### src/sv/chc_pkg.sv
// shared types, constants and arctangent table for the compass heading core
// no dependencies; used by every chc module
package chc_pkg;

  localparam int ANGLE_FRAC_BITS = 20;
  localparam int CORDIC_STAGES   = 20;

  localparam int TABLE_FRAC = 32;
  localparam int TABLE_LEN  = 32;
  localparam int SCALE_BITS = 32;

  // 17-bit magnitude after half-turn fold, scaled, plus growth headroom
  localparam int DATA_W  = 17 + SCALE_BITS + 3;
  localparam int Z_W     = ANGLE_FRAC_BITS + 2;
  localparam int ZU_W    = ANGLE_FRAC_BITS + 1;
  localparam int SHIFT_W = $clog2(CORDIC_STAGES);
  localparam int HEAD_W  = 12;
  localparam int PROD_W  = ZU_W + HEAD_W;
  localparam int HSUM_W  = PROD_W - ANGLE_FRAC_BITS;

  localparam logic [HEAD_W-1:0] TENTHS_PER_TURN = 12'd3600;
  localparam logic [HEAD_W-1:0] HEAD_MAX        = 12'd3599;
  localparam logic [HEAD_W-1:0] HEAD_POS_X      = 12'd0;
  localparam logic [HEAD_W-1:0] HEAD_POS_Y      = 12'd900;
  localparam logic [HEAD_W-1:0] HEAD_NEG_X      = 12'd1800;
  localparam logic [HEAD_W-1:0] HEAD_NEG_Y      = 12'd2700;

  localparam logic signed [Z_W-1:0] TURN      = Z_W'(1) << ANGLE_FRAC_BITS;
  localparam logic signed [Z_W-1:0] HALF_TURN = Z_W'(1) << (ANGLE_FRAC_BITS - 1);

  // atan(2^-i) in turns, 32 fraction bits
  localparam logic [TABLE_FRAC-1:0] ATAN_TURNS_Q32 [TABLE_LEN] = '{
    32'd536870912, 32'd316933406, 32'd167458907, 32'd85004756,
    32'd42667331,  32'd21354465,  32'd10679838,  32'd5340245,
    32'd2670163,   32'd1335087,   32'd667544,    32'd333772,
    32'd166886,    32'd83443,     32'd41722,     32'd20861,
    32'd10430,     32'd5215,      32'd2608,      32'd1304,
    32'd652,       32'd326,       32'd163,       32'd81,
    32'd41,        32'd20,        32'd10,        32'd5,
    32'd3,         32'd1,         32'd1,         32'd0
  };

  // one beat in flight through the pipeline
  typedef struct packed {
    logic                     special;
    logic [HEAD_W-1:0]        special_val;
    logic signed [DATA_W-1:0] x;
    logic signed [DATA_W-1:0] y;
    logic signed [Z_W-1:0]    z;
  } item_t;

  // table entry rounded to the angle precision
  function automatic logic signed [Z_W-1:0] table_angle(input int unsigned idx);
    logic [TABLE_FRAC:0] e;
    logic [TABLE_FRAC:0] r;
    e = {1'b0, ATAN_TURNS_Q32[idx[4:0]]};
    if (TABLE_FRAC == ANGLE_FRAC_BITS) begin
      r = e;
    end else begin
      r = (e + ((TABLE_FRAC + 1)'(1) << (TABLE_FRAC - ANGLE_FRAC_BITS - 1)))
          >> (TABLE_FRAC - ANGLE_FRAC_BITS);
    end
    return Z_W'(r);
  endfunction

endpackage

### src/sv/chc_front.sv
// input stage: masks failed reads, flags axis cases, folds left half-plane
// depends on chc_pkg
module chc_front (
  input  logic                clk,
  input  logic                rst,
  input  logic                in_valid,
  output logic                in_ready,
  input  logic signed [15:0]  axis_x,
  input  logic signed [15:0]  axis_y,
  input  logic                read_ok,
  output logic                out_valid,
  input  logic                out_ready,
  output chc_pkg::item_t      out_item
);

  logic           valid;
  chc_pkg::item_t item;
  chc_pkg::item_t item_next;

  logic signed [15:0] xm;
  logic signed [15:0] ym;
  logic signed [16:0] xe;
  logic signed [16:0] ye;
  logic signed [16:0] xf;
  logic signed [16:0] yf;
  logic               x_neg;

  always_comb begin
    xm    = read_ok ? axis_x : '0;
    ym    = read_ok ? axis_y : '0;
    x_neg = xm[15];
    xe    = {xm[15], xm};
    ye    = {ym[15], ym};
    xf    = x_neg ? -xe : xe;
    yf    = x_neg ? -ye : ye;

    item_next.x = {{(chc_pkg::DATA_W - 17 - chc_pkg::SCALE_BITS){xf[16]}}, xf,
                   {chc_pkg::SCALE_BITS{1'b0}}};
    item_next.y = {{(chc_pkg::DATA_W - 17 - chc_pkg::SCALE_BITS){yf[16]}}, yf,
                   {chc_pkg::SCALE_BITS{1'b0}}};
    item_next.z = x_neg ? chc_pkg::HALF_TURN : '0;

    // on an axis the heading is exact, no iterations needed
    if (ym == '0) begin
      item_next.special     = 1'b1;
      item_next.special_val = x_neg ? chc_pkg::HEAD_NEG_X : chc_pkg::HEAD_POS_X;
    end else if (xm == '0) begin
      item_next.special     = 1'b1;
      item_next.special_val = ym[15] ? chc_pkg::HEAD_NEG_Y : chc_pkg::HEAD_POS_Y;
    end else begin
      item_next.special     = 1'b0;
      item_next.special_val = chc_pkg::HEAD_POS_X;
    end
  end

  assign in_ready  = !valid || out_ready;
  assign out_valid = valid;
  assign out_item  = item;

  always_ff @(posedge clk) begin
    if (rst) begin
      valid <= 1'b0;
    end else if (in_ready) begin
      valid <= in_valid;
    end
  end

  always_ff @(posedge clk) begin
    if (in_valid && in_ready) begin
      item <= item_next;
    end
  end

endmodule

### config.mk
export PLATFORM = sky130hd
export DESIGN_NAME = chc_front
export DESIGN_NICKNAME = d
export VERILOG_FILES = /design/src/sv/chc_pkg.sv /design/src/sv/chc_front.sv
export SDC_FILE = /design/constraint.sdc
export NUM_CORES = 1
export LEC_CHECK = 0
export BUFFER_PORTS_ARGS = -buffer_cell sky130_fd_sc_hd__clkbuf_2
export CAP_MARGIN = 5
export CORE_UTILIZATION = 33
export DETAILED_ROUTE_END_ITERATION = 10
export GPL_TIMING_DRIVEN = 0
export SYNTH_ARGS = -nofsm -noshare
export SYNTH_HDL_FRONTEND = slang
export SYNTH_SLANG_ARGS = --single-unit
### constraint.sdc
create_clock -name clk -period 3.2 [get_ports clk]
set_clock_uncertainty 0.2 [all_clocks]
set_input_delay 0.48 -clock clk [delete_from_list [all_inputs] [get_ports clk]]
set_output_delay 0.48 -clock clk [all_outputs]
set_load 0.01 [all_outputs]
[Yosys cells after proc, flatten, opt, wreduce, memory -nomap -nowiden]
Cells that the tools add are included.
Word-level totals
  register bits after elaboration: 70
  bits of input ports: 37
  word-level logic and storage cells: 23
Operators by class
  add/subtract/negate cells: 2
  mux-type cells: 9
  reduce and logical (&&, ||, !) cells: 5
Operators with widths (count)
  $mux W17: 2
  $neg A16 Y17: 2
  $logic_not A16 Y1: 2
  $mux W16: 2
  $mux W12: 2
  $mux W20: 1
  $mux W13: 1
  $mux W11: 1
  $logic_and A1 B1 Y1: 1
  $logic_not A1 Y1: 1
  $logic_or A1 B1 Y1: 1

[Longest topological paths before layout]
  word-level depth: 4
  gate-level depth with buffers: 9

[Worst setup path before layout]
Ideal clock, no wire load.
  path kind: input port to flip-flop
  start: input port read_ok
  end: register item, in the netlist out_item[135], data pin
  setup time: 255 ps
  data arrival time: 2410 ps
  data required time: 2745 ps
  slack: 335 ps
  stages: 9
  buffers on the path: 3
  cell sequence: clkbuf_1 -> clkbuf_1 -> nand2_1 -> ha_1 -> buf_2 -> nor4b_1 -> a41oi_1 -> nor3b_1 -> o21ba_2
RTL lines
  start: declaration: RTL line chc_front.sv:10  | input logic read_ok,
  end signal: assignment: RTL line chc_front.sv:70  | item <= item_next;
  end: declaration: RTL line chc_front.sv:17  | chc_pkg::item_t item;

==> impl_metrics.sql <==
INSERT INTO impl_metrics (metric_group, metric, value, unit) VALUES
('cts', 'number_of_buffers_added_by_the_clock_tree_synthesis_step', '5', ''),
('cells_and_area', 'layout.core_utilization', '45.07', '%'),
('power_and_ir_drop', 'share_comb_of_total_power', '28.4', '%'),
('cts', 'max-clock-path-buffers', '2', ''),
('power_and_ir_drop', 'ir_drop', '0.0001480', 'V'),
('job', 'max-cap-violations', '0', ''),
('power_and_ir_drop', 'cellPowerDensity', '341.2', 'nW/um^2'),
('cts', 'worst_setup_hold_path_clk_slew', '0.07', 'ns'),
('global_routing', 'grt_overflow', '0', ''),
('synthesis', 'yosys-top-cells-area', 'edfxtp_1 (40%), buf_4 (23%), nor2_1 (4.8%), xnor2_1 (3.4%), xor2_1 (2.8%)', ''),
('cells_and_area', 'num_antenna_cells', '0', ''),
('synthesis', 'netlist.top_cell.by_area', 'edfxtp_1', ''),
('global_routing', 'gr_usage_total', '13.52', '%'),
('drt', 'dr.first_iter.drc_count', '82', ''),
('global_routing', 'number_of_global_route_vias_before_repair', '2330', ''),
('cells_and_area', 'area_delta_synth_final', '32.47', '%'),
('floorplan', 'total_number_of_placement_rows', '35', ''),
('synthesis', 'flip_flop_cell_with_the_highest_count_after_synthesis', 'edfxtp_1', ''),
('synthesis', 'proportion_of_netlist_area_held_by_the_largest_area_contributor', '40.30', '%'),
('synthesis', 'yosys_register_bits', '43', ''),
('cells_and_area', 'layout-drive-gt1-share', '41.60', '%'),
('synthesis', 'post_synth_and_or_nand_nor_area_fraction', '14.91', '%'),
('cts', 'cts_root_buf', 'clkbuf_8', ''),
('worst_setup_path', 'reg2reg_to', 'out_item[66]', ''),
('synthesis', 'synth_top_family_by_area', 'buffers and inverters', ''),
('sta', 'portion_of_the_clock_cycle_consumed_by_the_worst_path_in_the_final_layout', '90.10', '%'),
('floorplan', 'floorplan.initialDensity', '34.03', '%'),
('floorplan', 'core-area', '9196', 'sq um'),
('sta', 'timing.final.ws_setup', '0.3169', 'ns'),
('cells_and_area', 'finish.instance_area', '4145', 'sq um'),
('sta', 'max_freq', '346.9', 'MHz'),
('global_routing', 'grt_start_max_net_pins', '33', ''),
('drt', 'via_per_inst', '4.147', ''),
('sta', 'rsz_0062_raised_after_global_routing', 'no', ''),
('sta', 'timing.setup.tns', '0', 'ns'),
('drt', 'drc', '0', ''),
('sta', 'setup_viol', '0', ''),
('floorplan', 'pin_count', '178', ''),
('floorplan', 'die_y', '99.38', 'microns'),
('synthesis', 'synth_compound_gate_area_share', '10.32', '%'),
('placed_design', 'dp.cells', '603', ''),
('power_and_ir_drop', 'total_power', '1.414', 'mW'),
('synthesis', 'yosys.area_share.adder', '1.200', '%'),
('synthesis', 'most_frequent_cell_after_synthesis', 'buf_4', ''),
('worst_setup_path', 'cells_along_the_critical_path', 'clkbuf_1, clkbuf_2, nand2_1, ha_1, buf_2, nor4b_1, a41oi_1, nor3b_2, o21ba_2', ''),
('worst_setup_path', 'timing.critical_path.to', 'out_item[135]', ''),
('worst_setup_path', 'crit_type', 'in2reg', ''),
('sta', 'transition_time_at_the_pin_with_the_least_slew_margin', '0.6631', 'ns'),
('placed_design', 'gp_routability_congestion', '0.7592', ''),
('placed_design', 'placed_cell_area', '4058', 'sq um'),
('drt', 'wirelength', '6928', 'microns'),
('cts', 'clk-insertion-delay-late', '0.29', 'ns'),
('global_routing', 'grt_pass1_wl', '10570', 'microns'),
('status', 'status', 'finished clean', ''),
('cts', 'cts_hold_repair.buffers', '0', ''),
('drt', 'num_vias', '2534', ''),
('drt', 'first_pass_iters', '4', ''),
('floorplan', 'die-area', '9876', 'sq um'),
('synthesis', 'synth.cells.most_frequent', 'buf_4 (97), edfxtp_1 (42), nor2_1 (40)', ''),
('worst_setup_path', 'critPathBufInv', '3', ''),
('worst_setup_path', 'r2r_start', 'out_valid', ''),
('worst_setup_path', 'worst_case_reg_to_reg_path_depth', '3', ''),
('global_routing', 'number_of_antenna_violations_at_the_first_check_in_global_routing', '0', ''),
('synthesis', 'average_cell_area_after_synthesis', '9.934', 'sq um'),
('worst_setup_path', 'cp.required', '3.05', 'ns'),
('cells_and_area', 'post_route_insts_no_fill', '611', ''),
('synthesis', 'synthDistinctLibCells', '51', ''),
('worst_setup_path', 'timing.critical_path.slowest_cell_delay', '0.37', 'ns'),
('placed_design', 'buffer_ports.inserted', '86', ''),
('worst_setup_path', 'crit_cells', '9', ''),
('worst_setup_path', 'slowest_stage', 'a41oi_1', '');
==> power by group through the flow <==
| stage | Clock, mW | Combinational (mW) | Sequential (mW) |
|---|---|---|---|
| after floorplan | 0 | 0.253 | 0.718 |
| after global placement | 0 | 0.389 | 0.696 |
| after detailed placement | 0 | 0.397 | 0.694 |
| after CTS | 0.339 | 0.398 | 0.682 |
| after global routing | 0.364 | 0.443 | 0.686 |
| final | 0.331 | 0.402 | 0.681 |
==> state kept, by name, indices dropped and copies added, names as in the netlist <==
register / cells
out_item: 42
out_valid: 1
==> layer usage <==
metal	GRT usage (%)	vias to the layer above	wire length, microns
met5	0	-	0
met4	3.507	0	59
met3	3.935	5	637
met2	23.34	123	3331
met1	16.49	1124	2899
li1	-	1282	-
==> worst reg2reg max path, cell delays in order, from the launching register on <==
cell and delay, ns:
dfxtp_1 0.32, nand2b_1 0.10, and2_2 0.34, buf_12 0.25
==> timing repair <==
action / 4_1_cts / 5_1_grt
endpoints found under the setup margin: 1 / 1
setup buffers: 0 / 0
resized for setup: 1 / 1
==> area by class of cell <==
type,count,area [sq um]
Fill cell,898,5051
Multi-Input combinational cell,248,1398
Sequential cell,43,1281
Buffer,107,769.5
Timing Repair Buffer,87,450.4
Tap cell,111,138.9
Clock buffer,7,76.32
Inverter,7,26.28
Clock inverter,1,5.005
==> layout by cell type (no fill, tap or decap), types with 4 or more instances in the layout <==
cell,instances
xor2_1,10
nor2_1,40
or3_1,4
a21oi_1,8
xnor2_1,12
clkbuf_1,7
o21ai_0,6
nor3_1,5
clkbuf_2,87
conb_1,91
buf_4,97
inv_1,6
a41oi_1,6
nand3_1,4
o31ai_1,4
edfxtp_1,42
nand2_1,9
clkbuf_8,5
==> cells by family after synthesis <==
group | count (synthesis)
AOI/OAI and AO/OA | 42
muxes | 3
other | 1
buffers and inverters | 114
xor gates and xnor gates | 22
DFF | 43
and+or+nand+nor | 87
adders and majority gates | 3
==> worst min path at each step <==
stage | depth (start not counted) | startpoint | slack, ns | endpoint
global route | 2 | rst | 0.13 | out_valid
floorplan | 1 | rst | 0.35 | out_valid
detailed placement | 2 | out_valid | 0.32 | out_valid
finish | 2 | rst | 0.14 | out_valid
global placement | 2 | out_valid | 0.31 | out_valid
CTS | 2 | rst | 0.14 | out_valid
No activity file was read; power rests on OpenSTA's default activity.
