[src/sv/chc_pkg.sv]
// shared types, constants and arctangent table for the compass heading core
// no dependencies; used by every chc module
package chc_pkg;

  localparam int ANGLE_FRAC_BITS = 20;
  localparam int CORDIC_STAGES   = 20;

  localparam int TABLE_FRAC = 32;
  localparam int TABLE_LEN  = 32;
  localparam int SCALE_BITS = 32;

  // 17-bit magnitude after half-turn fold, scaled, plus growth headroom
  localparam int DATA_W  = 17 + SCALE_BITS + 3;
  localparam int Z_W     = ANGLE_FRAC_BITS + 2;
  localparam int ZU_W    = ANGLE_FRAC_BITS + 1;
  localparam int SHIFT_W = $clog2(CORDIC_STAGES);
  localparam int HEAD_W  = 12;
  localparam int PROD_W  = ZU_W + HEAD_W;
  localparam int HSUM_W  = PROD_W - ANGLE_FRAC_BITS;

  localparam logic [HEAD_W-1:0] TENTHS_PER_TURN = 12'd3600;
  localparam logic [HEAD_W-1:0] HEAD_MAX        = 12'd3599;
  localparam logic [HEAD_W-1:0] HEAD_POS_X      = 12'd0;
  localparam logic [HEAD_W-1:0] HEAD_POS_Y      = 12'd900;
  localparam logic [HEAD_W-1:0] HEAD_NEG_X      = 12'd1800;
  localparam logic [HEAD_W-1:0] HEAD_NEG_Y      = 12'd2700;

  localparam logic signed [Z_W-1:0] TURN      = Z_W'(1) << ANGLE_FRAC_BITS;
  localparam logic signed [Z_W-1:0] HALF_TURN = Z_W'(1) << (ANGLE_FRAC_BITS - 1);

  // atan(2^-i) in turns, 32 fraction bits
  localparam logic [TABLE_FRAC-1:0] ATAN_TURNS_Q32 [TABLE_LEN] = '{
    32'd536870912, 32'd316933406, 32'd167458907, 32'd85004756,
    32'd42667331,  32'd21354465,  32'd10679838,  32'd5340245,
    32'd2670163,   32'd1335087,   32'd667544,    32'd333772,
    32'd166886,    32'd83443,     32'd41722,     32'd20861,
    32'd10430,     32'd5215,      32'd2608,      32'd1304,
    32'd652,       32'd326,       32'd163,       32'd81,
    32'd41,        32'd20,        32'd10,        32'd5,
    32'd3,         32'd1,         32'd1,         32'd0
  };

  // one beat in flight through the pipeline
  typedef struct packed {
    logic                     special;
    logic [HEAD_W-1:0]        special_val;
    logic signed [DATA_W-1:0] x;
    logic signed [DATA_W-1:0] y;
    logic signed [Z_W-1:0]    z;
  } item_t;

  // table entry rounded to the angle precision
  function automatic logic signed [Z_W-1:0] table_angle(input int unsigned idx);
    logic [TABLE_FRAC:0] e;
    logic [TABLE_FRAC:0] r;
    e = {1'b0, ATAN_TURNS_Q32[idx[4:0]]};
    if (TABLE_FRAC == ANGLE_FRAC_BITS) begin
      r = e;
    end else begin
      r = (e + ((TABLE_FRAC + 1)'(1) << (TABLE_FRAC - ANGLE_FRAC_BITS - 1)))
          >> (TABLE_FRAC - ANGLE_FRAC_BITS);
    end
    return Z_W'(r);
  endfunction

endpackage

[src/sv/chc_stage.sv]
// one vectoring cordic iteration with its pipeline register
// depends on chc_pkg
module chc_stage (
  input  logic                               clk,
  input  logic                               rst,
  input  logic                               in_valid,
  output logic                               in_ready,
  input  chc_pkg::item_t                     in_item,
  input  logic [chc_pkg::SHIFT_W-1:0]        shift,
  input  logic signed [chc_pkg::Z_W-1:0]     step_angle,
  output logic                               out_valid,
  input  logic                               out_ready,
  output chc_pkg::item_t                     out_item
);

  logic           valid;
  chc_pkg::item_t item;
  chc_pkg::item_t item_next;

  logic signed [chc_pkg::DATA_W-1:0] xs;
  logic signed [chc_pkg::DATA_W-1:0] ys;
  logic signed [chc_pkg::DATA_W-1:0] dx;
  logic signed [chc_pkg::DATA_W-1:0] dy;
  logic                              y_pos;

  always_comb begin
    xs    = in_item.x;
    ys    = in_item.y;
    dx    = ys >>> shift;
    dy    = xs >>> shift;
    y_pos = !ys[chc_pkg::DATA_W-1] && (ys != '0);

    item_next             = in_item;
    if (y_pos) begin
      item_next.x = xs + dx;
      item_next.y = ys - dy;
      item_next.z = in_item.z + step_angle;
    end else begin
      item_next.x = xs - dx;
      item_next.y = ys + dy;
      item_next.z = in_item.z - step_angle;
    end
  end

  assign in_ready  = !valid || out_ready;
  assign out_valid = valid;
  assign out_item  = item;

  always_ff @(posedge clk) begin
    if (rst) begin
      valid <= 1'b0;
    end else if (in_ready) begin
      valid <= in_valid;
    end
  end

  always_ff @(posedge clk) begin
    if (in_valid && in_ready) begin
      item <= item_next;
    end
  end

endmodule

[config.mk]
export PLATFORM = sky130hd
export DESIGN_NAME = chc_stage
export DESIGN_NICKNAME = d
export VERILOG_FILES = /design/src/sv/chc_pkg.sv /design/src/sv/chc_stage.sv
export SDC_FILE = /design/constraint.sdc
export NUM_CORES = 1
export LEC_CHECK = 0
export ABC_CLOCK_PERIOD_IN_PS = 7700
export BUFFER_PORTS_ARGS = -buffer_cell sky130_fd_sc_hd__buf_4
export CAP_MARGIN = 20
export CORE_AREA = 4 4 236 215
export DETAILED_ROUTE_END_ITERATION = 12
export DIE_AREA = 0 0 240 219
export PLACE_DENSITY = 0.76
export SLEW_MARGIN = 0
export SYNTH_ARGS = -nofsm -noshare
export SYNTH_HDL_FRONTEND = slang
export SYNTH_SLANG_ARGS = --single-unit
[constraint.sdc]
create_clock -name clk -period 7.7 [get_ports clk]
set_input_delay 1.54 -clock clk [delete_from_list [all_inputs] [get_ports clk]]
set_output_delay 1.54 -clock clk [all_outputs]
set_load 0.005 [all_outputs]
-- After elaboration in Yosys (flattened, before gate mapping)
Cells that the tools add are included.
- input bits: 170
- bits in writable memories: 0
- bits in latches: 0
- memories: 0
- bits in read-only memories: 0
- output and inout bits: 141
- bits in registers: 140
- bitwise gates (word level): 0
- shift-type cells: 2
- divide/modulo/power cells: 0
- add/subtract/negate cells: 6
- mux-type cells: 1
- $lt $le $gt $ge: 0
- eq/ne operators: 0
- reduce and logical (&&, ||, !) cells: 6
- multiply operators: 0
- operators by type and width (kind ; number):
    126-bit 2-to-1 mux ; 1
    52-bit adder ; 2
    52-bit by 5-bit >>> shifter with 52-bit output ; 2
    52-bit subtractor ; 2
    52-bit nonzero test ; 1
    22-bit adder ; 1
    22-bit subtractor ; 1
    1-bit logical AND ; 2
    1-bit zero test ; 2
    1-bit logical OR ; 1

-- Depth between registers and ports, before layout
Gate-level depths: netlist of run 1.
- depth in word-level cells: 3
- mapped depth: 30

-- Worst setup path before layout of run 1
No wires, ideal clock.
- path type: input port to flip-flop
- from: input shift[0] (netlist name)
- to: register item (netlist bit out_item[69]) (data pin)
- setup slack: 0.050 ns
- arrival: 7.391 ns
- stages: 27
- path buffers: 4
- data required time: 7.441 ns
- path through: buf_2 > buf_2 > buf_2 > buf_1 > mux4_2 > nand2_1 > o221ai_1 > nor3_1 > ha_1 > nand4_1 > and3b_1 > or3b_4 > or2_4 > nand2_1 > xor2_1 > ha_1 > a21o_1 > a21o_1 > a21oi_1 > o21ai_0 > a21bo_2 > a211o_1 > nand3b_1 > o21ai_0 > o211ai_1 > a21oi_1 > xnor2_1
- RTL lines (what ; line ; RTL):
    start: declaration ; chc_stage.sv:9 ; input logic [chc_pkg::SHIFT_W-1:0] shift,
    end signal: assignment ; chc_stage.sv:59 ; item <= item_next;
    end: declaration ; chc_stage.sv:17 ; chc_pkg::item_t item;

==> out/qor.csv, run 1 <==
metric,value,unit
RePlAce Congestion,0.984,
Layout fillers,4221,
Worst Setup End Kind,register,
input/output buffers,310,
initial DRC count,2545,
yosys warns,0,
Synth Area in Adders,7.83,%
Yosys top cell by area,edfxtp_1,
synth unique cells,94,
Initial Utilization,44.4,%
"Data required, critical path",7940,ps
Vias,23220,
DR WL/cell,24.9,µm
synth top area cells,"edfxtp_1 (19%), mux4_2 (17%), ha_1 (7.6%), xnor2_1 (5.7%), mux2i_1 (4.7%)",
syn_nets,2617,
mapped cell area,21500,µm²
Cells after Synth,2314,
PwrDens,178,nW/µm²
setup TNS,0,ps
XOR/XNOR Fraction of Synth Area,8.95,%
VDD IR max,173,µV
CTS buffer count,17,
main combinational cell family by area after synthesis,multiplexers,
simple-gate share of the synthesized area,14.4,%
endpoints failing setup,0,
post-synthesis compound-gate area fraction,20.4,%
area of the multi-input gates,16500,µm²
CTS tree,yes,
Detail Placement HPWL,73.7,mm
Skew-Pair Late Insertion Delay,490,ps
nets,3316,
final wirelength,91.1,mm
CTS Buffer Depth,2,
worst hold slack,548,ps
number of global-route vias before repair,22179,
Tot GR Track Use,33.4,%
post-synth top area share,19.4,%
CP max FO,9,
Hold Crit Class,register to register,
Clock Skew,12.4,ps
mux contribution to synthesized area,24.9,%
Die Width,240,µm
arrival time at the worst endpoint,7780,ps
max_cap viols,0,
register area,4190,µm²
largest net degree at the start of global routing,75,
RSZ-0062 raised after global routing,false,
post-layout min period,7530,ps
post-route ant nets,0,
average instance area after synthesis,9.31,µm²
hold_buf cts,0,
Num Clock Sinks,140,
outcome,"complete, no violations",
initial antenna violation count,1,
asr flop ratio synth,0,%
Worst setup SP type,primary input,
LEAKAGE,12.3,nW
"Reg clk slew, reported paths",60,ps
Die Area,52600,µm²
first-pass GRT wire length,135,mm
P&R area growth vs syn,33.0,%
Rel. slew slack,43.3,%
Seq cells post-synth,140,
R2R setup slack,5720,ps
Slew @ Worst Pin,827,ps
drt drc,0,
Die Y-Extent,219,µm
most frequent cells in the layout,"buf_4 (798), nand2_1 (186), a21oi_1 (166), mux4_2 (163), nor2_1 (160)",
CTS H-tree depth,4,
fmax,0.133,GHz
share of layout cells above drive strength 1,36.9,%
row cnt,77,
ys flop type,edfxtp_1,
Final period util,97.8,%
"most common cell after layout, fill and taps aside",buf_4,
drt first pass iters,5,
final hold viol count,0,
core area,48600,µm²
clock root cell,clkbuf_16,
Congestion Overflow GR,0,
num ports,311,
Via density,6.34,
Post-synth EDFFs,139,
Final Max Tran Viols,0,
Setup CP Type,primary input to register,
sequential area share after synthesis,19.5,%
## metrics by stage
| stage | setup WS [ps] | cell area (µm²) | std cells | total power [mW] | utilization (%) |
|---|---|---|---|---|---|
| 2_1_floorplan | 50.4 | 21500 | 2314 | 2.82 | - |
| 3_3_place_gp | -148 | 28000 | 3625 | 4.17 | 57.7 |
| 3_5_place_dp | -297 | 28000 | 3625 | 4.23 | 57.7 |
| 4_1_cts | 165 | 28600 | 3657 | 5.08 | 58.8 |
| 5_1_grt | 6.16 | 28600 | 3658 | 5.41 | 59.0 |
| 6_report | 167 | 28600 | 3660 | 5.11 | 59.0 |
## cell families (layout without fill, tap and decap cells)
family	count (synthesis)	after routing
muxes	320	320
DFF	140	140
other	0	2
adders and majority gates	133	133
AOI/OAI and AO/OA	669	669
and+or+nand+nor	638	638
xor gates and xnor gates	220	220
buffers and inverters	194	906
## repair_timing
item	in CTS	in global routing
endpoints found under the setup margin	0	13
buffers inserted	0	1
resized for setup	0	17
## worst paths after layout
path         startpoint            end  depth (start not counted)
max reg2reg   out_valid  out_item[102]                          3
min reg2reg   out_valid      out_valid                          2
max            shift[2]  out_item[123]                         26
min           out_valid      out_valid                          2
## layout make-up
type / instances / area share (%)
tap: 632 / 2.76
sequential: 140 / 14.6
timing repair buffer: 817 / 22.1
antenna: 2 / 0.0175
clock inverter: 14 / 0.472
multi-input combinational: 1980 / 57.7
clock buffer: 18 / 1.50
inverter: 57 / 0.747
## report_power, final
| part | switching (mW) | total, mW | internal (mW) |
|---|---|---|---|
| Sequential | 0.0492 | 1.15 | 1.10 |
| Clock | 0.379 | 0.828 | 0.449 |
| Combinational | 1.59 | 3.14 | 1.55 |
## flip-flops by register name, summed over array words and instances (netlist names)
register,cells
out_item,139
out_valid,1
## synth_stat cells, types with 7 or more instances
cell type / instances
a211o_1: 11
a211oi_1: 27
a21o_1: 70
a21oi_1: 167
a221o_1: 7
a221oi_1: 16
a22oi_1: 11
a31oi_1: 28
and2_1: 21
and3_1: 23
buf_1: 21
buf_2: 45
buf_4: 10
clkbuf_1: 56
edfxtp_1: 139
ha_1: 130
inv_1: 55
mux2_2: 50
mux2i_1: 102
mux4_2: 163
nand2_1: 188
nand2b_1: 29
nand3_1: 47
nand3b_1: 7
nand4_1: 17
nor2_1: 161
nor2b_1: 28
nor3_1: 29
nor4_1: 26
o211ai_1: 14
o21a_1: 27
o21ai_0: 144
o21bai_1: 21
o22ai_1: 19
o31a_1: 8
o31ai_1: 19
or2_2: 18
or3_1: 16
xnor2_1: 140
xor2_1: 80
## critical path, stage by stage
cell and delay (ps):
buf_4 190, buf_6 180, mux4_2 540, mux4_2 570, a222oi_1 250, buf_4 180, nand3b_1 150, and3b_1 310
nand4_1 190, or2_4 350, or3_1 350, or3_1 360, a21oi_1 140, a31oi_1 60, ha_1 330, a21o_1 180
a21oi_1 230, o21ai_0 170, a21o_1 200, a21o_1 180, a31o_2 250, a41oi_1 220, nor2_1 100, o21ai_0 230
a221oi_1 140, buf_4 150
## metal layers
layer  wire [µm]  track usage (%)
met1       36700             44.2
met2       42900             55.3
met3        7910             6.08
met4        3540             11.6
met5           0                0
Power figures use the tool's default switching activity.
==> run 2, diff against run 1 <==
--- a/config.mk
+++ b/config.mk
@@ -9,6 +9,7 @@
 export BUFFER_PORTS_ARGS = -buffer_cell sky130_fd_sc_hd__buf_4
 export CAP_MARGIN = 20
 export CORE_AREA = 4 4 236 215
+export CTS_BUF_LIST = sky130_fd_sc_hd__clkbuf_4 sky130_fd_sc_hd__clkbuf_8
 export DETAILED_ROUTE_END_ITERATION = 12
 export DIE_AREA = 0 0 240 219
 export PLACE_DENSITY = 0.76
==> out/qor.csv, run 2 (synthesized netlist as in run 1, its figures left out) <==
metric,value,unit
Int Pwr,2.91,mW
endpoints failing setup,0,
"Reg clk slew, reported paths",90,ps
final wirelength,90.9,mm
Die Y-Extent,219,µm
Final period util,96.3,%
Worst setup SP type,primary input,
Congestion Overflow GR,0,
num ports,311,
DR WL/cell,24.9,µm
share of layout cells above drive strength 1,36.8,%
max reg flops,139,
Clock Skew,11.2,ps
final hold viol count,0,
Psw,1.98,mW
total power draw,4.89,mW
Via density,6.38,
Final Cell Area,28400,µm²
RePlAce Congestion,0.984,
input/output buffers,310,
fmax,0.135,GHz
Cells after DPL,3625,
placed cell area,28000,µm²
CTS tree,yes,
"most used cell, CP",buf_4,
Num Clock Sinks,140,
arrival time at the worst endpoint,7740,ps
LEAKAGE,12.2,nW
outcome,"complete, no violations",
Initial Utilization,44.4,%
VDD IR max,140,µV
Comb pwr share,63.9,%
P&R area growth vs syn,31.9,%
Flop pwr share,23.4,%
WP buf/inv,4,
post-layout min period,7410,ps
Final Non-Filler Cells,3659,
Slew @ Worst Pin,858,ps
switch share,40.6,%
CP max FO,9,
PwrDens,172,nW/µm²
Setup CP Type,primary input to register,
Worst Setup End Kind,register,
CTS Buffer Depth,2,
initial DRC count,2708,
Die Width,240,µm
Final Max Tran Viols,0,
nets,3316,
Hold Crit Class,register to register,
clock root cell,clkbuf_8,
core area,48600,µm²
Vias,23343,
max_cap viols,0,
Die Area,52600,µm²
CTS H-tree depth,4,
largest net degree at the start of global routing,75,
"Data required, critical path",8030,ps
first-pass GRT wire length,135,mm
drt first pass iters,6,
Skew-Pair Late Insertion Delay,570,ps
initial antenna violation count,1,
most frequent cells in the layout,"buf_4 (800), nand2_1 (187), a21oi_1 (167), mux4_2 (163), nor2_1 (160)",
Clock Power Share,12.6,%
post-route ant nets,0,
number of global-route vias before repair,22210,
CTS buffer count,17,
drt drc,0,
slowest cell on the critical path,mux4_2,
worst hold slack,560,ps
row cnt,77,
Rel. slew slack,42.8,%
Detail Placement HPWL,73.7,mm
Worst path max stage delay,570,ps
largest delay contributor family on the critical path,compound AO/OA/AOI/OAI gates,
Tot GR Track Use,33.4,%
"most common cell after layout, fill and taps aside",buf_4,
==> run 2: worst register-to-register path: stages (launching register included) <==
cell	delay (ps)
dfxtp_1	330
nand2b_1	120
and2_4	360
buf_4	720
==> run 2: power groups by stage <==
stage | logic, mW | registers (mW) | clock network, mW
after global placement | 3.01 | 1.16 | 0
final | 3.13 | 1.15 | 0.617
after floorplan | 1.64 | 1.18 | 0
after global routing | 3.36 | 1.16 | 0.662
after CTS | 3.08 | 1.15 | 0.636
after detailed placement | 3.06 | 1.17 | 0
==> run 2: path summary, 6_finish.rpt <==
| path | start | to | slack, ps | depth (start not counted) |
|---|---|---|---|---|
| setup / recovery | shift[2] | out_item[123] | 290 | 26 |
| hold / removal | out_valid | out_valid | 560 | 2 |
| setup reg to reg | out_valid | out_item[102] | 5710 | 3 |
| hold reg to reg | out_valid | out_valid | 560 | 2 |
==> run 2: cell type report <==
class	instances	area (µm²)
tap	632	791
multi-input combinational	1980	16500
antenna	1	2.50
timing repair buffer	817	6330
sequential	140	4190
clock inverter	14	135
clock buffer	18	241
inverter	57	214
fill	4262	20100
==> run 2: timing repair <==
item / 4_1_cts / 5_1_grt
endpoints found under the setup margin: 0 / 7
gates resized for setup: 0 / 8
endpoints found under the hold margin: 0 / 0
buffers inserted: 0 / 1
hold buffers: 0 / 0
==> run 2: routing by layer <==
layer  vias to the layer above  GRT usage [%]  wire length (µm)
met5                         -              0                 0
met4                         0           11.7              3480
met3                       208           5.96              8030
met2                      1341           55.2             42900
met1                     11389           44.3             36600
li1                      10405              -                 -
==> run 2: per-stage QoR <==
| stage | utilization (%) | TNS (ps) | worst slack, ps |
|---|---|---|---|
| floorplan | - | 0 | 50.4 |
| global placement | 57.7 | -1160 | -148 |
| detailed placement | 57.7 | -2560 | -297 |
| CTS | 58.4 | 0 | 280 |
| global route | 58.5 | -0.0933 | -0.0933 |
| finish | 58.5 | 0 | 288 |
