--- config.mk ---
export PLATFORM = sky130hd
export DESIGN_NAME = chc_back
export DESIGN_NICKNAME = d
export VERILOG_FILES = /design/src/sv/chc_pkg.sv /design/src/sv/chc_back.sv
export SDC_FILE = /design/constraint.sdc
export NUM_CORES = 1
export LEC_CHECK = 0
export CELL_PAD_IN_SITES_DETAIL_PLACEMENT = 1
export CELL_PAD_IN_SITES_GLOBAL_PLACEMENT = 2
export CORE_UTILIZATION = 43
export DETAILED_ROUTE_END_ITERATION = 7
export DONT_BUFFER_PORTS = 1
export GPL_ROUTABILITY_DRIVEN = 0
export PLACE_DENSITY = 0.87
export SYNTH_ARGS = -nofsm -noshare
export SYNTH_HDL_FRONTEND = slang
export SYNTH_SLANG_ARGS = --single-unit
--- constraint.sdc ---
create_clock -name clk -period 14.95 [get_ports clk]
set_clock_uncertainty 0.2 [all_clocks]
set_input_delay 0.7475 -clock clk [delete_from_list [all_inputs] [get_ports clk]]
set_output_delay 0.7475 -clock clk [all_outputs]
set_load 0.03 [all_outputs]
--- src/sv/chc_pkg.sv ---
// shared types, constants and arctangent table for the compass heading core
// no dependencies; used by every chc module
package chc_pkg;

  localparam int ANGLE_FRAC_BITS = 20;
  localparam int CORDIC_STAGES   = 20;

  localparam int TABLE_FRAC = 32;
  localparam int TABLE_LEN  = 32;
  localparam int SCALE_BITS = 32;

  // 17-bit magnitude after half-turn fold, scaled, plus growth headroom
  localparam int DATA_W  = 17 + SCALE_BITS + 3;
  localparam int Z_W     = ANGLE_FRAC_BITS + 2;
  localparam int ZU_W    = ANGLE_FRAC_BITS + 1;
  localparam int SHIFT_W = $clog2(CORDIC_STAGES);
  localparam int HEAD_W  = 12;
  localparam int PROD_W  = ZU_W + HEAD_W;
  localparam int HSUM_W  = PROD_W - ANGLE_FRAC_BITS;

  localparam logic [HEAD_W-1:0] TENTHS_PER_TURN = 12'd3600;
  localparam logic [HEAD_W-1:0] HEAD_MAX        = 12'd3599;
  localparam logic [HEAD_W-1:0] HEAD_POS_X      = 12'd0;
  localparam logic [HEAD_W-1:0] HEAD_POS_Y      = 12'd900;
  localparam logic [HEAD_W-1:0] HEAD_NEG_X      = 12'd1800;
  localparam logic [HEAD_W-1:0] HEAD_NEG_Y      = 12'd2700;

  localparam logic signed [Z_W-1:0] TURN      = Z_W'(1) << ANGLE_FRAC_BITS;
  localparam logic signed [Z_W-1:0] HALF_TURN = Z_W'(1) << (ANGLE_FRAC_BITS - 1);

  // atan(2^-i) in turns, 32 fraction bits
  localparam logic [TABLE_FRAC-1:0] ATAN_TURNS_Q32 [TABLE_LEN] = '{
    32'd536870912, 32'd316933406, 32'd167458907, 32'd85004756,
    32'd42667331,  32'd21354465,  32'd10679838,  32'd5340245,
    32'd2670163,   32'd1335087,   32'd667544,    32'd333772,
    32'd166886,    32'd83443,     32'd41722,     32'd20861,
    32'd10430,     32'd5215,      32'd2608,      32'd1304,
    32'd652,       32'd326,       32'd163,       32'd81,
    32'd41,        32'd20,        32'd10,        32'd5,
    32'd3,         32'd1,         32'd1,         32'd0
  };

  // one beat in flight through the pipeline
  typedef struct packed {
    logic                     special;
    logic [HEAD_W-1:0]        special_val;
    logic signed [DATA_W-1:0] x;
    logic signed [DATA_W-1:0] y;
    logic signed [Z_W-1:0]    z;
  } item_t;

  // table entry rounded to the angle precision
  function automatic logic signed [Z_W-1:0] table_angle(input int unsigned idx);
    logic [TABLE_FRAC:0] e;
    logic [TABLE_FRAC:0] r;
    e = {1'b0, ATAN_TURNS_Q32[idx[4:0]]};
    if (TABLE_FRAC == ANGLE_FRAC_BITS) begin
      r = e;
    end else begin
      r = (e + ((TABLE_FRAC + 1)'(1) << (TABLE_FRAC - ANGLE_FRAC_BITS - 1)))
          >> (TABLE_FRAC - ANGLE_FRAC_BITS);
    end
    return Z_W'(r);
  endfunction

endpackage

--- src/sv/chc_back.sv ---
// angle wrap, scaling to tenths with saturation, output register
// depends on chc_pkg
module chc_back (
  input  logic                              clk,
  input  logic                              rst,
  input  logic                              in_valid,
  output logic                              in_ready,
  input  chc_pkg::item_t                    in_item,
  output logic                              out_valid,
  input  logic                              out_ready,
  output logic [chc_pkg::HEAD_W-1:0]        heading_tenths
);

  // wrap stage
  logic                             a_valid;
  logic                             a_special;
  logic [chc_pkg::HEAD_W-1:0]       a_special_val;
  logic [chc_pkg::ZU_W-1:0]         a_z;
  logic [chc_pkg::ZU_W-1:0]         a_z_next;
  logic                             a_ready;
  logic signed [chc_pkg::Z_W-1:0]   zw;

  // scale stage
  logic                             valid;
  logic [chc_pkg::HEAD_W-1:0]       heading;
  logic [chc_pkg::HEAD_W-1:0]       heading_next;
  logic                             b_ready;
  logic [chc_pkg::PROD_W-1:0]       prod;
  logic [chc_pkg::HSUM_W-1:0]       h;

  always_comb begin
    zw = in_item.z;
    if (zw < 0) begin
      zw = zw + chc_pkg::TURN;
    end
    if (zw < 0) begin
      zw = '0;
    end
    a_z_next = zw[chc_pkg::ZU_W-1:0];
  end

  always_comb begin
    prod = chc_pkg::PROD_W'(a_z) * chc_pkg::PROD_W'(chc_pkg::TENTHS_PER_TURN);
    h    = prod[chc_pkg::PROD_W-1:chc_pkg::ANGLE_FRAC_BITS];
    if (a_special) begin
      heading_next = a_special_val;
    end else if (h > chc_pkg::HSUM_W'(chc_pkg::HEAD_MAX)) begin
      heading_next = chc_pkg::HEAD_MAX;
    end else begin
      heading_next = h[chc_pkg::HEAD_W-1:0];
    end
  end

  assign b_ready        = !valid || out_ready;
  assign a_ready        = !a_valid || b_ready;
  assign in_ready       = a_ready;
  assign out_valid      = valid;
  assign heading_tenths = heading;

  always_ff @(posedge clk) begin
    if (rst) begin
      a_valid <= 1'b0;
      valid   <= 1'b0;
    end else begin
      if (a_ready) begin
        a_valid <= in_valid;
      end
      if (b_ready) begin
        valid <= a_valid;
      end
    end
  end

  always_ff @(posedge clk) begin
    if (in_valid && a_ready) begin
      a_special     <= in_item.special;
      a_special_val <= in_item.special_val;
      a_z           <= a_z_next;
    end
    if (a_valid && b_ready) begin
      heading <= heading_next;
    end
  end

endmodule

-- Yosys cells after proc, flatten, opt, wreduce, memory -nomap -nowiden
Cells that the tools add are included.
- word-level logic and storage cells: 20
- bits of input ports: 143
- flip-flop bits (word level): 48
- reduce and logical (&&, ||, !) cells: 6
- add/sub/neg operators: 1
- muxes and demuxes: 3
- magnitude comparators: 3
- $mul: 1
- operators with widths (kind ; number):
    22-bit by 1-bit < comparator with 1-bit output (second input constant) ; 2
    21-bit by 8-bit multiplier with 29-bit output (second input constant) ; 1
    12-bit 2-to-1 mux ; 2
    22-bit adder (second input constant) ; 1
    22-bit 2-to-1 mux ; 1
    13-bit by 12-bit greater-than comparator with 1-bit output (second input constant) ; 1
    1-bit logical AND ; 2
    1-bit zero test ; 2
    1-bit logical OR ; 2

-- Depth between registers and ports, before layout
Gate-level depths: netlist (run 1).
- depth after elaboration: 4
- mapped depth: 17
- gate-level depth less buffers: 17

-- Least setup slack after synthesis (run 1)
Ideal clock, no wire load.
- path type: reg-to-reg
- start: reg a_z[10] (netlist bit)
- end: reg heading, in the netlist heading_tenths[8], data pin
- period minus slack after synthesis: 4.705 ns
- buffers on the path: 0
- data required time: 14.493 ns
- arrival: 4.248 ns
- slack: 10.245 ns
- cell stages (with the launch flop): 16
- path through: edfxtp_1 > inv_1 > fa_1 > inv_1 > ha_1 > fa_1 > ha_1 > ha_1 > a21oi_1 > o21ai_1 > a211o_1 > a211o_1 > a211o_1 > xor2_1 > a311oi_2 > a22o_2
- word-level cells in the longest chain between the ends: 4
- RTL lines (item ; RTL line ; text):
    from (decl) ; chc_back.sv:18 ; logic [chc_pkg::ZU_W-1:0] a_z;
    from (signal assigned) ; chc_back.sv:78 ; a_z <= a_z_next;
    21-bit by 8-bit multiplier with 29-bit output * ; chc_back.sv:43 ; prod = chc_pkg::PROD_W'(a_z) * chc_pkg::PROD_W'(chc_pkg::TENTHS_PER_TURN);
    13-bit by 12-bit greater-than comparator with 1-bit output ; chc_back.sv:47 ; end else if (h > chc_pkg::HSUM_W'(chc_pkg::HEAD_MAX)) begin
    12-bit 2-to-1 mux * ; chc_back.sv:47 ;
    12-bit 2-to-1 mux * ; chc_back.sv:45 ; if (a_special) begin
    net heading_next (one bit) ; chc_back.sv:26 ; logic [chc_pkg::HEAD_W-1:0] heading_next;
    to (signal assigned) ; chc_back.sv:81 ; heading <= heading_next;
    to (decl) ; chc_back.sv:25 ; logic [chc_pkg::HEAD_W-1:0] heading;
Mark *: on every way through the listed nets, which the timed path passes. The rest lies on a longest branch.
A chain may end at the register's enable or synchronous reset.

-- Worst setup path in the final report (run 1)
- start: reg a_z[11] (netlist bit)
- end: reg heading, in the netlist heading_tenths[4], data pin
Same word-level chain as after synthesis.

==> reports/qor.txt, run 1 <==
Die Height - 103 um
H-tree depth - 2
CTS sink cnt - 48
Gate power share - 0.625
Pwr per Cell Area - 148 nW/um^2
asr flop ratio synth - 0
first-pass GRT wire length - 14,800 um
hold crit path type - input port to register
Worst setup EP type - register
sw frac - 0.464
clock root cell - clkbuf_8
Final Critical Period - 5.21 ns
leak pwr - 0.00211 uW
Setup Fix Bufs, Post-CTS - 0
synth cell count leaders - ha_1 (74), inv_1 (62), edfxtp_1 (46), fa_1 (33), nor2b_1 (23)
via count - 2,920
# diodes - 0
CTS Buf Count - 5
Routed Antenna Nets - 0
Cell Chain, Critical Path - inv_1 -> fa_1 -> inv_1 -> ha_1 -> fa_1 -> ha_1 -> ha_1 -> a21oi_1 -> o21ai_1 -> a211o_1 -> a211o_1 -> a211o_1 -> xor2_1 -> a311oi_2 -> a22o_1
Post-Route WL - 9040 um
row count - 36
top cell type by total area after synthesis - edfxtp_1
vias per cell - 5.42
Net Switching - 319 uW
global route overflow - 0
slowest stage delay, CP - 0.53 ns
Seq/Total Area, Yosys - 0.321
Worst-Skew Late Latency - 0.32 ns
vias in the first global route - 3,059
DRC errors left - 0
Clock power frac - 0.110
CP delay by family, top - adder cells
critical path type - register to register
Slew Limit Fails - 0
clk slew on worst S/H paths - 0.09 ns
part of the power in registers - 0.265
top_reg_cell synth - edfxtp_1
Yosys top cell area share - 0.312
hold buffers post-CTS - 0
synth top area cells - edfxtp_1 (31%), ha_1 (21%), fa_1 (15%)
initial antenna violation count - 0
Longest Clk Path Bufs - 2
core area - 9860 um^2
I/O Buffers - 0
Mean Syn Cell Area - 10.9 um^2
largest net degree at the start of global routing - 35
worst vdd ir - 68.3 uV
overall routing resource usage - 0.183
pre-CTS setup slack - 9.72 ns
CP max FO - 6
CTS tree - done
Seq cells post-synth - 48
Top-Level Pins - 157
relative slew slack - 0.321
Initial Util - 0.448
Final HPWL DP - 7740 um
most frequent cell after synthesis - ha_1
yosys warns - 0
worst endpoint required time - 14.82 ns
Post-synth EDFFs - 46
share of layout cells above drive strength 1 - 0.0419
arrival time at the worst endpoint - 5.08 ns
NumNets Final - 655
# setup viols final - 0
Buf/Inv on CP - 2
Net Count, Synth - 656
post_cts resized - 0
area delta synth->final - 5.06%
Netlist cell types - 51
area of the die - 10,700 um^2
die width - 103 um
final worst slack - 9.74 ns
fmax - 0.192 GHz
outcome - complete, no violations
RSZ-0062 raised after global routing - no
Sum Neg Setup Slack - 0 ns
max cap viols - 0
Slowest-stage cell, CP - fa_1
Routed wire per std cell - 16.8 um
Mapped Area - 4420 um^2
Detailed Route Iter0 Violations - 57
Syn Inst Count - 406
pin slew with the least headroom to its limit - 1.02 ns
DR pass1 iterations - 4
Final Cycle Share - 0.348
final hold vios - 0
internal power - 369 uW
CP startpoint kind - register
[flip-flops by register name (all words and copies together) (netlist names)]
register and flops:
a_special 1, a_z 21, heading_tenths 12, out_valid 1, a_special_val 12, a_valid 1
[stage by stage]
| step | total power [uW] | cell area [um^2] | hold slack, ns | std cells | utilization |
|---|---|---|---|---|---|
| 2_1_floorplan | 509 | 4420 | 0.278 | 406 | - |
| 3_5_place_dp | 612 | 4560 | 0.345 | 531 | 0.463 |
| 5_1_grt | 761 | 4650 | 0.268 | 539 | 0.471 |
| 4_1_cts | 698 | 4650 | 0.273 | 539 | 0.471 |
| 3_3_place_gp | 600 | 4560 | 0.294 | 531 | 0.463 |
| 6_report | 689 | 4650 | 0.293 | 539 | 0.471 |
[routing by layer]
| layer | global-route usage | part of all wire | vias up |
|---|---|---|---|
| met5 | 0 | 0 | - |
| met3 | 0.0363 | 0.035 | 12 |
| met1 | 0.232 | 0.47 | 1410 |
| met4 | 0.0639 | 0.017 | 0 |
| li1 | - | - | 1437 |
| met2 | 0.312 | 0.48 | 61 |
[layout make-up]
class,count,area (um^2)
sequential,48,1420
inverter,62,233
fill,1089,5220
clock inverter,2,11.3
timing repair buffer,1,7.51
multi-input combinational,287,2740
clock buffer,6,72.6
tap,133,166
[logic make-up (layout without fill, tap and decap cells)]
| kind of cell | after synthesis | in the layout | synth area share |
|---|---|---|---|
| buffers and inverters | 71 | 71 | 0.0603 |
| adder cells (fa/ha/maj) | 107 | 107 | 0.359 |
| XOR/XNOR | 11 | 11 | 0.0218 |
| AND/OR/NAND/NOR | 82 | 82 | 0.0993 |
| AO/OA/AOI/OAI | 87 | 87 | 0.139 |
| flip-flops | 48 | 48 | 0.321 |
[cell usage in the layout (no fill, tap or decap), drive strengths merged, types with 6 or more instances in the layout]
| cell type | n |
|---|---|
| o21ai | 15 |
| inv | 62 |
| a21oi | 24 |
| clkbuf | 6 |
| nand3 | 6 |
| a22o | 6 |
| nand2 | 17 |
| ha | 74 |
| fa | 33 |
| xor2 | 6 |
| nor2 | 16 |
| a211oi | 6 |
| nor2b | 23 |
| edfxtp | 46 |
[worst register-to-register path: stages (launching register included)]
cell and delay [ns]:
edfxtp_1 0.45, inv_1 0.14, fa_1 0.53, inv_1 0.05
ha_1 0.31, fa_1 0.46, ha_1 0.31, ha_1 0.38
a21oi_1 0.29, o21ai_1 0.17, a211o_1 0.32, a211o_1 0.29
a211o_1 0.30, xor2_1 0.31, a311oi_2 0.23, a22o_1 0.24
[final timing paths]
check	cells past startpoint	from	to	slack (ns)
min	1	rst	a_valid	0.29
max reg2reg	15	a_z[11]	heading_tenths[4]	9.74
min reg2reg	2	a_valid	out_valid	0.36
max	15	a_z[11]	heading_tenths[4]	9.74
[power groups by stage]
| stage | sequential [uW] | combinational [uW] | clock, uW |
|---|---|---|---|
| after floorplan | 182 | 327 | 0 |
| after global placement | 185 | 415 | 0 |
| after detailed placement | 186 | 426 | 0 |
| after CTS | 183 | 434 | 80.7 |
| after global routing | 185 | 491 | 85.3 |
| final | 182 | 430 | 75.7 |
No activity file was read; power rests on OpenSTA's default activity.
==> run 2: changes to the inputs <==
CORE_UTILIZATION = 40   (was 43)
PLACE_DENSITY = 0.82   (was 0.87)
clock period = 5.3 ns   (was 14.95 ns; I/O delays follow)
==> run 2 against run 1 <==
Combinational power rose to 3.0 times the previous value. Register-to-register slack got worse by 9.5 ns. Final area rose by 9.5%. Sequential cell count did not move. Total power rose to 2.9 times the previous value. Cell count rose by 8.9%. Sequential share of layout area fell by 2.6 points. Global-route usage fell by 0.30 points. Count of clock-buffer cells in the layout rose by 1. Highest routed layer unchanged.
==> reports/qor.txt, run 2 (synthesis results as in run 1) <==
Final HPWL DP - 7970 um
vias per cell - 5.24
worst vdd ir - 185 uV
row count - 38
Routed Antenna Nets - 0
number of cells on the critical path - 16
NumNets Final - 696
Slowest-stage cell, CP - fa_1
Die Height - 107 um
Clock power frac - 0.111
first-pass GRT wire length - 16,000 um
outcome - complete, no violations
CTS tree - done
DRC errors left - 0
Hold Path Depth - 2
Top-Level Pins - 157
area of the die - 11,500 um^2
max reg flops - 21
pre-CTS setup slack - 0.170 ns
Final Critical Period - 5.08 ns
leak pwr - 0.00230 uW
Pwr per Cell Area - 399 nW/um^2
Top reg by flops - a_z
worst endpoint required time - 5.13 ns
slowest stage delay, CP - 0.55 ns
Cell Chain, Critical Path - inv_1 -> fa_1 -> inv_1 -> ha_1 -> fa_1 -> ha_1 -> ha_1 -> a21oi_1 -> buf_4 -> o21ai_0 -> a22o_1 -> a211oi_2 -> xnor2_1 -> or4b_1 -> nand4_2 -> a32oi_1
pin slew with the least headroom to its limit - 1.01 ns
Detailed Route Iter0 Violations - 40
critical path type - register to register
Buf/Inv on CP - 3
Worst setup EP type - register
share of layout cells above drive strength 1 - 0.0604
CP max FO - 4
I/O Buffers - 0
CP startpoint kind - register
Routed wire per std cell - 16.3 um
Longest Clk Path Bufs - 2
Gate power share - 0.637
most common cell after layout, fill and taps aside - ha_1
Final Cycle Share - 0.959
overall routing resource usage - 0.180
final worst slack - 0.217 ns
hold crit path type - input port to register
Slew Limit Fails - 0
DR pass1 iterations - 4
commonest cells after routing, fill and taps aside - ha_1 (72), inv_1 (62), edfxtp_1 (46), dlygate4sd3_1 (36), fa_1 (33)
part of the power in registers - 0.253
initial antenna violation count - 0
internal power - 1100 uW
die width - 107 um
# diodes - 0
max cap viols - 0
vias in the first global route - 3,515
Worst-Skew Late Latency - 0.31 ns
fmax - 0.197 GHz
H-tree depth - 2
worst reg2reg path depth - 16
clk slew on worst S/H paths - 0.08 ns
core area - 10,800 um^2
global route overflow - 0
arrival time at the worst endpoint - 4.92 ns
final hold vios - 0
CTS sink cnt - 48
most used cell, CP - ha_1
RSZ-0062 raised after global routing - no
CP delay by family, top - adder cells
clock root cell - clkbuf_8
Net Switching - 926 uW
largest net degree at the start of global routing - 35
sw frac - 0.456
# setup viols final - 0
Post-Route WL - 9570 um
via count - 3,075
area delta synth->final - 15.0%
CTS Buf Count - 5
Sum Neg Setup Slack - 0 ns
relative slew slack - 0.325
Initial Util - 0.410
-- run 2: path summary, 6_finish.rpt --
kind / startpoint / end / slack (ns)
worst max-delay path: a_z[10] / heading_tenths[0] / 0.22
worst min-delay path: in_item[21] / a_z[20] / 0.05
worst max register to register: a_z[10] / heading_tenths[0] / 0.22
worst min register to register: a_valid / out_valid / 0.36
-- run 2: worst register-to-register path, delay by kind of cell, from the launching register on --
family	cells	cell delay (ns)
flip-flops	1	0.45
XOR/XNOR	1	0.11
AND/OR/NAND/NOR	2	0.71
adder cells (fa/ha/maj)	5	1.94
buffers and inverters	3	0.35
AO/OA/AOI/OAI	5	1.06
-- run 2: area by class of cell --
class / count / area, um^2
Tap cell: 140 / 175
Fill cell: 1181 / 5710
Timing Repair Buffer: 42 / 405
Clock buffer: 7 / 86.3
Multi-Input combinational cell: 287 / 2760
Clock inverter: 1 / 7.51
Inverter: 62 / 233
Sequential cell: 48 / 1420
-- run 2: power groups by stage --
stage                     sequential, uW  clock (uW)  combinational (uW)
final                                513         224                1290
after global placement               521           0                1210
after global routing                 518         246                1470
after detailed placement             523           0                1250
after floorplan                      514           0                 922
after CTS                            514         233                1290
-- run 2: timing repair --
action / in CTS / in global routing
gates resized for setup: 0 / 5
hold endpoints to repair: 35 / 0
buffers inserted: 0 / 0
setup endpoints to repair: 0 / 9
hold buffers: 36 / 0
-- run 2: per-stage QoR --
step	area (um^2)	std cells	utilization	hold WS [ns]	power, uW
final	5090	587	0.471	0.0454	2030
after global routing	5090	587	0.471	0.0335	2230
after CTS	5060	587	0.469	0.0397	2040
after detailed placement	4610	543	0.427	0.140	1770
after global placement	4610	543	0.427	0.139	1730
after floorplan	4420	406	-	0.137	1440
-- run 2: routing by layer --
layer / up-vias / routed length (um) / part of all wire / track usage
li1: 1518 / - / - / -
met1: 1488 / 4160 / 0.44 / 0.198
met2: 58 / 5000 / 0.52 / 0.348
met3: 11 / 268 / 0.028 / 0.0365
met4: 0 / 133 / 0.014 / 0.0470
met5: - / 0 / 0 / 0
==> run 3: changes to the inputs <==
BUFFER_PORTS_ARGS = -buffer_cell sky130_fd_sc_hd__buf_2   (was not set)
CORE_UTILIZATION = 31   (was 40)
DONT_BUFFER_PORTS = not set   (was 1)
PLACE_DENSITY = 0.81   (was 0.82)
==> run 3 against run 2 <==
Critical path depth is the same. Count of clock-buffer cells in the layout down 1. Routed wire length down 1.1%. Sequential power down 5.7%. Non-clock buffer count increased by 30. Register-to-register slack is essentially flat. Final area up 3.0%. Sequential share of layout area down 0.80 points. Combinational power hardly changed. Die area up 28%. Critical endpoint unchanged. Largest cell class unchanged.
==> reports/qor.txt, run 3 (synthesis results as in run 1) <==
Top reg by flops - a_z
first-pass GRT wire length - 16,100 um
most common cell after layout, fill and taps aside - ha_1
global route overflow - 0
Final Critical Period - 5.08 ns
CP startpoint kind - register
# diodes - 0
worst vdd ir - 162 uV
DR pass1 iterations - 4
clk slew on worst S/H paths - 0.06 ns
RSZ-0062 raised after global routing - no
final hold vios - 0
# setup viols final - 0
Net Switching - 915 uW
Final Cycle Share - 0.958
Post-Route WL - 9460 um
Routed Antenna Nets - 0
reg2reg setup slack - 0.22 ns
Pwr per Cell Area - 406 nW/um^2
pre-CTS setup slack - 0.192 ns
I/O Buffers - 52
Longest Clk Path Bufs - 2
critical path type - register to register
area delta synth->final - 18.4%
vias in the first global route - 3,468
hold crit path type - input port to register
CTS tree - done
outcome - complete, no violations
leak pwr - 0.00244 uW
r2r endpoint - heading_tenths[0]
slowest stage delay, CP - 0.54 ns
fmax - 0.197 GHz
largest net degree at the start of global routing - 35
CTS Buf Count - 5
internal power - 1210 uW
Routed wire per std cell - 14.4 um
relative slew slack - 0.366
core area - 13,900 um^2
CTS sink cnt - 48
Worst setup EP type - register
via count - 3,138
final worst slack - 0.220 ns
area of the die - 14,700 um^2
Worst-Skew Late Latency - 0.29 ns
clock root cell - clkbuf_16
sw frac - 0.430
die width - 121 um
part of the power in registers - 0.228
Die Height - 121 um
NumNets Final - 726
Initial Util - 0.319
Final HPWL DP - 8030 um
vias per cell - 4.78
most used cell, CP - ha_1
initial antenna violation count - 0
Slowest-stage cell, CP - or4b_1
DRC errors left - 0
Slew Limit Fails - 0
Detailed Route Iter0 Violations - 82
Top-Level Pins - 157
H-tree depth - 2
Clock power frac - 0.163
max cap viols - 0
max reg flops - 21
reg-to-reg startpoint - a_z[7]
CP startpoint - a_z[7]
Cell Chain, Critical Path - inv_2 -> fa_1 -> inv_1 -> ha_1 -> fa_1 -> ha_1 -> ha_1 -> a211o_2 -> a221oi_1 -> a2111oi_0 -> buf_4 -> a21bo_2 -> xor2_1 -> or4b_1 -> nand4_2 -> a32oi_1
share of layout cells above drive strength 1 - 0.161
overall routing resource usage - 0.139
Sum Neg Setup Slack - 0 ns
worst reg2reg path depth - 16
row count - 43
Gate power share - 0.609
pin slew with the least headroom to its limit - 0.948 ns
commonest cells after routing, fill and taps aside - ha_1 (74), inv_1 (61), buf_2 (52), edfxtp_1 (46), fa_1 (33)
CP max FO - 4
worst endpoint required time - 5.12 ns
crit path capture - heading_tenths[0]
arrival time at the worst endpoint - 4.90 ns
==> run 3: changes by cell type in the layout (fill, tap and decap cells not counted), sizes merged <==
| cell | previous run | this run |
|---|---|---|
| buf | 6 | 57 |
| dlygate4sd3 | 36 | 15 |
| bufinv | 0 | 1 |
| clkbuf | 7 | 6 |
| clkinv | 0 | 1 |
| clkinvlp | 1 | 0 |
==> run 3: timing repair <==
item                                    4_1_cts  5_1_grt
resized for setup                             0        3
hold buffers                                 15        0
setup buffers                                 0        0
endpoints found under the setup margin        0        9
endpoints found under the hold margin        15        0
==> run 3: through the flow <==
stage	utilization	hold slack [ns]	total power (uW)	instance area, um^2	std cells
after CTS	0.377	0.0593	2150	5230	657
final	0.377	0.0639	2120	5240	657
after floorplan	-	0.137	1440	4420	406
after global routing	0.377	0.0801	2330	5240	657
after global placement	0.354	0.241	1750	4910	634
after detailed placement	0.354	0.248	1770	4910	634
==> run 3: power by group through the flow <==
stage	Clock [uW]	Sequential, uW	Combinational [uW]
2_1_floorplan	0	514	922
3_3_place_gp	0	491	1250
3_5_place_dp	0	493	1280
4_1_cts	357	486	1310
5_1_grt	368	489	1480
6_report	347	484	1290
==> run 3: critical path, delay by kind of cell (launching register included) <==
kind,cells,cell delay [ns]
simple gates,2,0.69
xor+xnor,1,0.16
fa+ha+maj,5,1.91
flops,1,0.44
buf+inv,3,0.30
compound gates,5,1.09
==> run 3: final cells by class <==
class	count	area, um^2
Inverter	62	233
Clock buffer	6	129
Timing Repair Buffer	72	448
Multi-Input combinational cell	287	2750
Clock inverter	2	35.0
Fill cell	1579	8640
Sequential cell	48	1420
Tap cell	180	225
==> run 3: how the worst min path moves through the flow <==
| stage | startpoint | end | slack (ns) | cells after the start |
|---|---|---|---|---|
| after floorplan | rst | a_valid | 0.14 | 1 |
| after global placement | rst | out_valid | 0.24 | 2 |
| after detailed placement | in_item[131] | a_special_val[5] | 0.25 | 1 |
| after CTS | in_item[3] | a_z[3] | 0.06 | 2 |
| after global routing | in_item[16] | a_z[16] | 0.08 | 2 |
| final | in_item[3] | a_z[3] | 0.06 | 2 |
==> run 3: metal layers <==
| layer | wire length (um) | track usage |
|---|---|---|
| met3 | 366 | 0.0268 |
| met5 | 0 | 0 |
| met4 | 165 | 0.0378 |
| met1 | 4360 | 0.165 |
| met2 | 4570 | 0.254 |
